===== src/ssd_pkg.sv =====
`timescale 1ns / 1ps

package ssd_pkg;

  // Display geometry
  localparam int DIGIT_COUNT = 4;
  localparam int PHASE_W     = $clog2(DIGIT_COUNT);

  // Request codes carried by an input item
  typedef enum logic [1:0] {
    REQ_SCAN = 2'd0,
    REQ_DEC  = 2'd1,
    REQ_HEX  = 2'd2,
    REQ_TIME = 2'd3
  } req_t;

  // Item leaving the conversion pipeline: decimal path partial results plus
  // the ready-made digits of hex and time loads
  typedef struct packed {
    req_t        req;
    logic [15:0] direct;
    logic [13:0] rem;
    logic [9:0]  q1;
    logic [6:0]  q2;
    logic [3:0]  q3;
  } conv_item_t;

endpackage


===== src/ssd_conv.sv =====
`timescale 1ns / 1ps

module ssd_conv import ssd_pkg::*; (
  input  logic        clk,
  input  logic        rst,
  input  logic        in_valid,
  output logic        in_ready,
  input  logic [1:0]  req_type,
  input  logic [31:0] number,
  input  logic        time_mode,
  input  logic [7:0]  hours,
  input  logic [7:0]  minutes,
  input  logic [7:0]  seconds,
  input  logic [9:0]  milliseconds,
  output logic        item_valid,
  output conv_item_t  item,
  input  logic        take
);

  // 16^i mod 10000, used to fold the 32-bit value into a small sum
  localparam logic [13:0] FOLD_W [8] = '{
    14'd1, 14'd16, 14'd256, 14'd4096, 14'd5536, 14'd8576, 14'd7216, 14'd5456
  };

  // x / 10 for x up to 1023
  function automatic logic [6:0] div10(input logic [9:0] x);
    logic [17:0] p;
    begin
      p = 18'(x) * 18'd205;
      return p[17:11];
    end
  endfunction

  // x / 100 for x up to 1023
  function automatic logic [3:0] div100(input logic [9:0] x);
    logic [15:0] p;
    begin
      p = 16'(x) * 16'd41;
      return p[15:12];
    end
  endfunction

  function automatic logic [3:0] units(input logic [9:0] x);
    logic [9:0] d;
    begin
      d = x - 10'(div10(x)) * 10'd10;
      return d[3:0];
    end
  endfunction

  function automatic logic [3:0] tens(input logic [9:0] x);
    logic [6:0] d;
    begin
      d = div10(x) - 7'(div100(x)) * 7'd10;
      return d[3:0];
    end
  endfunction

  // Stage registers
  logic        v0, v1, v2, v3, v4;
  req_t        req0, req1, req2, req3;
  logic [31:0] number0;
  logic        tmode0;
  logic [7:0]  hours0, minutes0, seconds0;
  logic [9:0]  ms0;
  logic [15:0] direct1, direct2, direct3;
  logic [18:0] sum1, sum2;
  logic [5:0]  qest2;
  logic [13:0] rem3;
  conv_item_t  item4;

  logic        free0, free1, free2, free3, free4;
  logic [15:0] direct_a;
  logic [18:0] sum_a;
  logic [32:0] prod_b;
  logic [18:0] sub_c;
  logic [18:0] rem_c;
  logic [29:0] p1_d, p2_d, p3_d;

  // Stall chain: a stage is free when empty or when its item moves on
  always_comb begin
    free4 = !v4 || take;
    free3 = !v3 || free4;
    free2 = !v2 || free3;
    free1 = !v1 || free2;
    free0 = !v0 || free1;
  end

  assign in_ready   = free0;
  assign item_valid = v4;
  assign item       = item4;

  // Stage A: time digits, hex nibbles, and fold of the decimal value
  always_comb begin
    unique case (req0)
      REQ_TIME: begin
        if (tmode0) begin
          direct_a = {tens({2'b00, hours0}), units({2'b00, hours0}),
                      tens({2'b00, minutes0}), units({2'b00, minutes0})};
        end else begin
          direct_a = {units({2'b00, minutes0}), tens({2'b00, seconds0}),
                      units({2'b00, seconds0}), tens(ms0)};
        end
      end
      default: direct_a = number0[15:0];
    endcase
    sum_a = '0;
    for (int i = 0; i < 8; i++) begin
      sum_a = sum_a + 19'(number0[4*i +: 4]) * 19'(FOLD_W[i]);
    end
  end

  // Stage B: estimate of sum / 10000, low by at most one
  assign prod_b = 33'(sum1) * 33'd13421;

  // Stage C: remainder with one correction step
  always_comb begin
    sub_c = sum2 - 19'(qest2) * 19'd10000;
    rem_c = (sub_c >= 19'd10000) ? sub_c - 19'd10000 : sub_c;
  end

  // Stage D: quotients by 10, 100 and 1000
  always_comb begin
    p1_d = 30'(rem3) * 30'd52429;
    p2_d = 30'(rem3) * 30'd5243;
    p3_d = 30'(rem3) * 30'd16778;
  end

  // Valid bits
  always_ff @(posedge clk) begin
    if (rst) begin
      v0 <= 1'b0;
      v1 <= 1'b0;
      v2 <= 1'b0;
      v3 <= 1'b0;
      v4 <= 1'b0;
    end else begin
      if (free0) v0 <= in_valid;
      if (free1) v1 <= v0;
      if (free2) v2 <= v1;
      if (free3) v3 <= v2;
      if (free4) v4 <= v3;
    end
  end

  // Payload advance
  always_ff @(posedge clk) begin
    if (free0) begin
      req0     <= req_t'(req_type);
      number0  <= number;
      tmode0   <= time_mode;
      hours0   <= hours;
      minutes0 <= minutes;
      seconds0 <= seconds;
      ms0      <= milliseconds;
    end
    if (free1) begin
      req1    <= req0;
      direct1 <= direct_a;
      sum1    <= sum_a;
    end
    if (free2) begin
      req2    <= req1;
      direct2 <= direct1;
      sum2    <= sum1;
      qest2   <= prod_b[32:27];
    end
    if (free3) begin
      req3    <= req2;
      direct3 <= direct2;
      rem3    <= rem_c[13:0];
    end
    if (free4) begin
      item4.req    <= req3;
      item4.direct <= direct3;
      item4.rem    <= rem3;
      item4.q1     <= p1_d[28:19];
      item4.q2     <= p2_d[25:19];
      item4.q3     <= p3_d[27:24];
    end
  end

`ifndef SYNTHESIS
  a_rem_range: assert property (@(posedge clk) disable iff (rst)
    (v3 && req3 == REQ_DEC) |-> rem3 < 14'd10000)
    else $error("decimal remainder out of range");

  a_stall_hold: assert property (@(posedge clk) disable iff (rst)
    (v4 && !take) |=> (v4 && $stable(item4)))
    else $error("stalled item changed");

  a_input_hold: assert property (@(posedge clk) disable iff (rst)
    (v0 && !free0) |=> (v0 && $stable(number0)))
    else $error("blocked input stage changed");
`endif

endmodule


===== src/ssd_scan.sv =====
`timescale 1ns / 1ps

module ssd_scan import ssd_pkg::*; (
  input  logic       clk,
  input  logic       rst,
  input  logic       item_valid,
  input  conv_item_t item,
  output logic       take,
  input  logic       cfg_we,
  input  logic [3:0] cfg_wdata,
  output logic       out_valid,
  input  logic       out_ready,
  output logic [7:0] segment_pattern,
  output logic [3:0] digit_enable_n
);

  // Active-low font, segments a..g in bits 0-6
  function automatic logic [7:0] font(input logic [3:0] nib);
    logic [7:0] f;
    begin
      unique case (nib)
        4'h0: f = 8'hc0;
        4'h1: f = 8'hf9;
        4'h2: f = 8'ha4;
        4'h3: f = 8'hb0;
        4'h4: f = 8'h99;
        4'h5: f = 8'h92;
        4'h6: f = 8'h82;
        4'h7: f = 8'hf8;
        4'h8: f = 8'h80;
        4'h9: f = 8'h90;
        4'ha: f = 8'h88;
        4'hb: f = 8'h83;
        4'hc: f = 8'hc6;
        4'hd: f = 8'ha1;
        4'he: f = 8'h86;
        default: f = 8'h8e;
      endcase
      return f;
    end
  endfunction

  logic [DIGIT_COUNT-1:0]       dp_mask;
  logic                         hex_flag;
  logic [PHASE_W-1:0]           dec_phase, hex_phase;
  logic [DIGIT_COUNT-1:0][3:0]  digits;

  logic                         out_free, is_scan, fire;
  logic [PHASE_W-1:0]           phase_cur, phase_next;
  logic [DIGIT_COUNT-1:0][3:0]  dec_digits;
  logic [13:0]                  d0;
  logic [9:0]                   d1;
  logic [6:0]                   d2;
  logic [3:0]                   nib;
  logic [7:0]                   font_pat;
  logic [7:0]                   seg_next;

  // Handshake toward the pipeline: loads never wait for the output side
  always_comb begin
    out_free = !out_valid || out_ready;
    is_scan  = item.req == REQ_SCAN;
    take     = out_free || !is_scan;
    fire     = item_valid && take;
  end

  // Finish decimal digits from the quotients
  always_comb begin
    d0 = item.rem - 14'(item.q1) * 14'd10;
    d1 = item.q1 - 10'(item.q2) * 10'd10;
    d2 = item.q2 - 7'(item.q3) * 7'd10;
    dec_digits = {item.q3, d2[3:0], d1[3:0], d0[3:0]};
  end

  // Advance the active counter and look up the digit
  always_comb begin
    phase_cur  = hex_flag ? hex_phase : dec_phase;
    phase_next = (phase_cur == PHASE_W'(DIGIT_COUNT - 1)) ? '0 : phase_cur + 1'b1;
    nib        = digits[phase_next];
    font_pat   = font(nib);
    seg_next   = {~dp_mask[phase_next], font_pat[6:0]};
  end

  // Control state and held digits
  always_ff @(posedge clk) begin
    if (rst) begin
      dp_mask   <= '0;
      hex_flag  <= 1'b0;
      dec_phase <= '0;
      hex_phase <= '0;
      digits    <= '0;
      out_valid <= 1'b0;
    end else begin
      if (cfg_we) dp_mask <= cfg_wdata;
      if (out_free) out_valid <= fire && is_scan;
      if (fire) begin
        unique case (item.req)
          REQ_SCAN: begin
            if (hex_flag) hex_phase <= phase_next;
            else dec_phase <= phase_next;
          end
          REQ_DEC: begin
            hex_flag <= 1'b0;
            digits   <= dec_digits;
          end
          REQ_HEX: begin
            hex_flag <= 1'b1;
            digits   <= item.direct;
          end
          REQ_TIME: begin
            hex_flag <= 1'b0;
            digits   <= item.direct;
          end
        endcase
      end
    end
  end

  // Result register
  always_ff @(posedge clk) begin
    if (fire && is_scan) begin
      segment_pattern <= seg_next;
      digit_enable_n  <= ~(DIGIT_COUNT'(1) << phase_next);
    end
  end

`ifndef SYNTHESIS
  a_enable_onehot: assert property (@(posedge clk) disable iff (rst)
    out_valid |-> $onehot(~digit_enable_n))
    else $error("digit enable not one-hot");

  a_bcd_digits: assert property (@(posedge clk) disable iff (rst)
    !hex_flag |-> (digits[0] <= 4'd9 && digits[1] <= 4'd9 &&
                   digits[2] <= 4'd9 && digits[3] <= 4'd9))
    else $error("decimal digit out of range");

  a_load_silent: assert property (@(posedge clk) disable iff (rst)
    (fire && !is_scan && !out_valid) |=> !out_valid)
    else $error("load produced a result");
`endif

endmodule


===== src/seven_segment_scan_driver.sv =====
`timescale 1ns / 1ps

// Channel   Handshake                Payload
// in        in_valid / in_ready      req_type, number, time_mode, hours, minutes,
//                                    seconds, milliseconds
// out       out_valid / out_ready    segment_pattern, digit_enable_n
// cfg       cfg_we                   cfg_wdata (dp_mask)
//
// One item per cycle is accepted while in_ready is high; a scan tick's result passes through
// the input register, four conversion stages and the result register.
// Loads travel the same pipeline in order and update the held digits at its end.
// Reset clears the held value, mode, both digit counters and the dp mask.
// A stalled output fills the pipeline; in_ready drops only when every stage holds an item.

module seven_segment_scan_driver import ssd_pkg::*; (
  input  logic        clk,
  input  logic        rst,
  input  logic        in_valid,
  output logic        in_ready,
  input  logic [1:0]  req_type,
  input  logic [31:0] number,
  input  logic        time_mode,
  input  logic [7:0]  hours,
  input  logic [7:0]  minutes,
  input  logic [7:0]  seconds,
  input  logic [9:0]  milliseconds,
  output logic        out_valid,
  input  logic        out_ready,
  output logic [7:0]  segment_pattern,
  output logic [3:0]  digit_enable_n,
  input  logic        cfg_we,
  input  logic [3:0]  cfg_wdata
);

  logic       item_valid;
  conv_item_t item;
  logic       take;

  // Digit conversion pipeline
  ssd_conv u_conv (
    .clk          (clk),
    .rst          (rst),
    .in_valid     (in_valid),
    .in_ready     (in_ready),
    .req_type     (req_type),
    .number       (number),
    .time_mode    (time_mode),
    .hours        (hours),
    .minutes      (minutes),
    .seconds      (seconds),
    .milliseconds (milliseconds),
    .item_valid   (item_valid),
    .item         (item),
    .take         (take)
  );

  // Held digits, scan counters and result register
  ssd_scan u_scan (
    .clk             (clk),
    .rst             (rst),
    .item_valid      (item_valid),
    .item            (item),
    .take            (take),
    .cfg_we          (cfg_we),
    .cfg_wdata       (cfg_wdata),
    .out_valid       (out_valid),
    .out_ready       (out_ready),
    .segment_pattern (segment_pattern),
    .digit_enable_n  (digit_enable_n)
  );

endmodule


===== config.mk =====
export PLATFORM = sky130hd
export DESIGN_NAME = seven_segment_scan_driver
export DESIGN_NICKNAME = d
export VERILOG_FILES = /design/src/ssd_pkg.sv /design/src/ssd_conv.sv /design/src/ssd_scan.sv /design/src/seven_segment_scan_driver.sv
export SDC_FILE = /design/constraint.sdc
export NUM_CORES = 2
export LEC_CHECK = 0
export ABC_AREA = 1
export BUFFER_PORTS_ARGS = -buffer_cell sky130_fd_sc_hd__buf_2
export CAP_MARGIN = 40
export CORE_ASPECT_RATIO = 1.25
export CORE_MARGIN = 2
export CORE_UTILIZATION = 38
export CTS_CLUSTER_SIZE = 40
export DETAILED_ROUTE_END_ITERATION = 16
export HOLD_SLACK_MARGIN = 0.06
export MAX_ROUTING_LAYER = met4
export SLEW_MARGIN = 20
export SYNTH_ARGS = -nofsm -noshare
export SYNTH_HDL_FRONTEND = slang
export SYNTH_SLANG_ARGS = --single-unit

===== constraint.sdc =====
create_clock -name clk -period 21.6 [get_ports clk]
set_input_delay 4.32 -clock clk [delete_from_list [all_inputs] [get_ports clk]]
set_output_delay 4.32 -clock clk [all_outputs]
set_load 0.05 [all_outputs]

* Yosys cells after proc, flatten, opt, wreduce, memory -nomap -nowiden
Memory sizes are Yosys's and may differ from the RTL's. A register that Yosys moved wholly into a read port is not among the register bits.
Cells that the tools add are included.
** Storage, ports and cells
- Memories kept :: 1
- Register bits :: 267
- Word-level logic and storage cells :: 134
- Input bits :: 78
- Bits in read-only memories :: 112
- Output and inout bits :: 14
** Memories
- (no name shown) :: depth 16, width 7, rd ports 1, clocked after memory_dff 1, wr ports 0, line ssd_scan.sv:21 : unique case (nib)
** Cells by class
- Equal/unequal tests :: 5
- $mul :: 27
- Bitwise logic cells :: 3
- Muxes and demuxes :: 11
- Add/sub/neg operators :: 20
- Shifts and indexed selects :: 1
- Magnitude comparators :: 2
- Reduce and logical (&&, ||, !) cells :: 25
** Operators by type and width (number)
- $add 19x17->19 :: 3
- $mul 8x8->16 const B :: 3
- $mul 8x6->14 const B :: 3
- $sub 4x4->4 :: 10
- $mul 19x14->33 const B :: 1
- $mux 16 :: 2
- $pmux 16 s2 :: 1
- $mul 14x16->29 const B :: 1
- $mul 14x14->27 const B :: 1
- $mul 14x13->26 const B :: 1
- $mul 4x9->13 const B :: 2
- $add 19x12->19 :: 1
- $add 19x16->19 :: 1
- $add 19x18->19 :: 1
- $ge 19x14->1 const B :: 1
- $sub 19x19->19 :: 1
- $mul 10x6->16 const B :: 1
- $mul 10x8->15 const B :: 1
- $mul 5x3->3 const B :: 3
- $mul 6x10->15 const B :: 1
- $mux 14 :: 1
- $sub 14x14->14 const B :: 1
- $mul 4x8->12 const B :: 1
- $mul 4x7->11 const B :: 1
- other kinds (26) :: 51

* Longest topological paths before layout
- Word-level depth :: 8
- Gate-level depth with buffers :: 28
- Depth with buffers taken out :: 28

* Cells and area by module
Synthesis repeated with hierarchy kept, for this count alone.
** Second synthesis, totals
- Cell total of the unflattened synthesis :: 3979
- Area, all modules :: 36062.1 sq um
** Modules (own cells, without submodules)
- ssd_conv :: cells an instance 3675, seq. area each 7126.8 sq um, times used 1, area each 33721.1 sq um
- ssd_scan :: cells an instance 304, seq. area each 880.8 sq um, times used 1, area each 2341.0 sq um

* Least setup slack after synthesis
OpenSTA, ideal clock, no wires.
- Path kind :: input -> output
- Start :: input out_ready
- End :: output in_ready
- Stages on the path :: 10
- Setup slack :: 8395 ps
- Data arrival time :: 8885 ps
- Cell sequence :: nor2_1 > inv_1 > nor2_1 > inv_1 > nor2_1 > inv_1 > nor2_1 > inv_1 > nor2_1 > nand2_1
** Between the ends
- Longest elaborated chain between the ends :: 7
** Ends and longest elaborated chain
- start: declaration :: line seven_segment_scan_driver.sv:28 : input logic out_ready,
- $logic_or 1x1->1 :: line ssd_scan.sv:60 : out_free = !out_valid || out_ready;
- $logic_or 1x1->1 :: line ssd_scan.sv:62 : take = out_free || !is_scan;
- $logic_or 1x1->1 :: line ssd_conv.sv:82 : free4 = !v4 || take;
- net u_conv.free4 :: line ssd_conv.sv:72 : logic free0, free1, free2, free3, free4;
- $logic_or 1x1->1 :: line ssd_conv.sv:83 : free3 = !v3 || free4;
- net u_conv.free3 :: line ssd_conv.sv:72
- $logic_or 1x1->1 :: line ssd_conv.sv:84 : free2 = !v2 || free3;
- net u_conv.free2 :: line ssd_conv.sv:72
- $logic_or 1x1->1 :: line ssd_conv.sv:85 : free1 = !v1 || free2;
- $logic_or 1x1->1 :: line ssd_conv.sv:86 : free0 = !v0 || free1;
- end: declaration :: line seven_segment_scan_driver.sv:19 : output logic in_ready,
The timed path passes the listed nets, and every way through them passes these cells.

* Final worst setup path
Ends and elaborated chain as after synthesis.

==> impl_metrics.toml <==
[finish]
num-fill-cells = 8882
antenna_cells = 0
instances_no_fill = 4928
layout-drive-gt1-share_pct = 5.17
areaGrowthSynthToFinish_pct = 8.33
fin_nets = 4875

[sta]
maxSlewViolCount = 0
finalHoldViolCount = 0
finalCriticalPeriod_ps = 11250
slew_headroom_pct = 43.9
rsz0062_at_grt = "false"
setup_viol = 0
post-route-period-util_pct = 52.1
fmax_ghz = 0.0889
fin_tns_setup_ps = 0
finClkSkew_ps = 12.1
tightest_slew_ps = 841
whs_ps = 411

[clock_tree]
cts.htree.levels = 1
cts_hold_buf = 0
clkTransAtPathRegs_ps = 60
cts_made_buffers = 27
cts_tree = "done"
clk-insertion-delay-late_ps = 580
post_cts_resized = 0
clockRootBuffer = "clkbuf_16"
clk_path_buf_depth = 3
cts.sinks = 258
post-cts-setup-buffer-count = 0

[logic_synthesis]
synth_fp_nets = 4763
syn_area_per_cell_sq_um = 9.33
synthCells = 3617
synth_seq_cells = 258
synth_commonest_cells = "923 x inv_1, 727 x ha_1, 484 x nand2_1, 341 x fa_1, 227 x edfxtp_1"
yosysTopAreaCell = "ha_1"
synth-edff-count = 227
ys_types = 60
synth.top_cells.by_area = "ha_1 27%, fa_1 20%, edfxtp_1 20%"
ys_seq_area_share_pct = 22.0
netlist_area_sq_um = 33800
yosysTopAreaCellShare_pct = 26.9
synth.most_common_cell = "inv_1"
synth_ff_type = "edfxtp_1"
async_flop_share_pct = 0
ys_warn_count = 0

[floorplan]
core-area_sq_um = 88200
rows = 122
fp.dieW_microns = 271
die_y_microns = 337
initial_utilization_pct = 38.3
die-area_sq_um = 91300
ios = 92

[status]
run_status = "completed"

[job]
cap_viol_max_count = 0

[setup_path]
crit_path_end_kind = "output port"
critPathArrivalTime_ps = 6930
path_class = "in2out"
cp.required_ps = 17280
critPathMaxFanout = 42
start_kind = "input port"

[global_routing]
grt_use_total_pct = 16.5
first_global_vias = 24200
gr-total-overflow = 0
grt_pass1_wl_mm = 119
grt_max_degree = 46
antenna_found_initial = 0

[drt]
drc = 0
wl_mm = 71.1
vias_per_cell = 4.71
drt-pass1-iter-count = 5
wl_per_cell_microns = 14.4
vias = 23200
ant_nets = 0
drtIter0Drc = 979

[placed_design]
dp_cells = 4877
port_buffers = 91
dp_hpwl_mm = 62.0
routabilityCongestion = 0.881

[worst_hold_path]
worstHoldPathType = "reg2reg"
==> final cells by class <==
class	count	area, sq um	share of cell area, %
sequential	258	7440	20.3
inverter	933	3500	9.58
clock inverter	19	168	0.458
timing repair buffer	102	563	1.54
multi-input combinational	2407	22700	62.1
clock buffer	31	701	1.92
tap	1178	1470	4.03
==> flip-flops by register name, summed over array words and instances, names as in the netlist, 4 cells and up <==
register and flops:
u_scan.digit_enable_n 4, u_conv.qest2 6, u_conv.direct1 16, u_scan.digits 16
u_conv.direct3 16, u_conv.seconds0 8, u_conv.number0 32, u_conv.minutes0 8
u_conv.sum2 19, u_conv.item 34, u_conv.ms0 10, u_conv.hours0 8
u_conv.rem3 14, u_scan.segment_pattern 8, u_conv.direct2 16, u_conv.sum1 19
u_scan.dp_mask 4
==> metal layers <==
metal	track usage, %	wire, microns	share of wire [%]	vias up
met2	31.1	37800	53	237
li1	-	-	-	11900
met4	5.35	2460	3.5	0
met3	1.12	1440	2.0	99
met5	-	0	0	-
met1	18.3	29400	41	11000
==> cell usage in the layout (no fill, tap or decap), types with 9 or more instances in the layout <==
cell type  instances
inv_1            922
ha_1             727
nand2_1          483
fa_1             341
edfxtp_1         227
a21oi_1          180
nor2_1           153
o21ai_0          101
nand3_1          100
buf_2             91
xor2_1            64
xnor2_1           45
nand4_1           43
dfxtp_1           31
clkbuf_16         27
nor3_1            18
a211oi_1          18
o21bai_1          13
o211ai_1          12
nand2_2           11
nor4_1            11
nand3b_1          11
inv_2             10
buf_4              9
==> kinds of logic (layout without fill, tap and decap cells) <==
family	Yosys count	count (layout)	synth area share, %
compound gates	377	377	6.42
xor+xnor	112	112	2.97
fa+ha+maj	1068	1068	47.2
buf+inv	952	1085	10.7
flops	258	258	22.0
simple gates	850	850	10.7
==> worst max-delay path, stage by stage <==
cell,delay (ps)
buf_2,70
nor2_1,50
inv_1,70
nor2_1,40
inv_1,40
buf_4,380
nor2_1,80
inv_1,60
buf_4,360
nor2_1,90
inv_2,170
nor2_1,100
nand2_4,60
buf_4,370
buf_12,280
buf_2,310
==> worst paths after layout <==
kind | startpoint | endpoint | slack (ps) | cells after the start
setup / recovery | out_ready | in_ready | 10350 | 16
hold reg to reg | u_conv.direct2[11] | u_conv.direct3[11] | 410 | 0
hold / removal | u_conv.direct2[11] | u_conv.direct3[11] | 410 | 0
setup reg to reg | u_conv.rem3[8] | u_conv.item[12] | 15950 | 15
==> stage by stage <==
step | setup slack (ps) | utilization (%) | instance area, sq um
2_1_floorplan | 8400 | - | 33800
3_3_place_gp | 9470 | 40.4 | 35700
3_5_place_dp | 9630 | 40.4 | 35700
4_1_cts | 9630 | 41.4 | 36600
5_1_grt | 10020 | 41.5 | 36600
6_report | 10350 | 41.5 | 36600
Power is not shown: default switching activity piles up to over one toggle a cycle in this logic, so the estimate is an artifact.
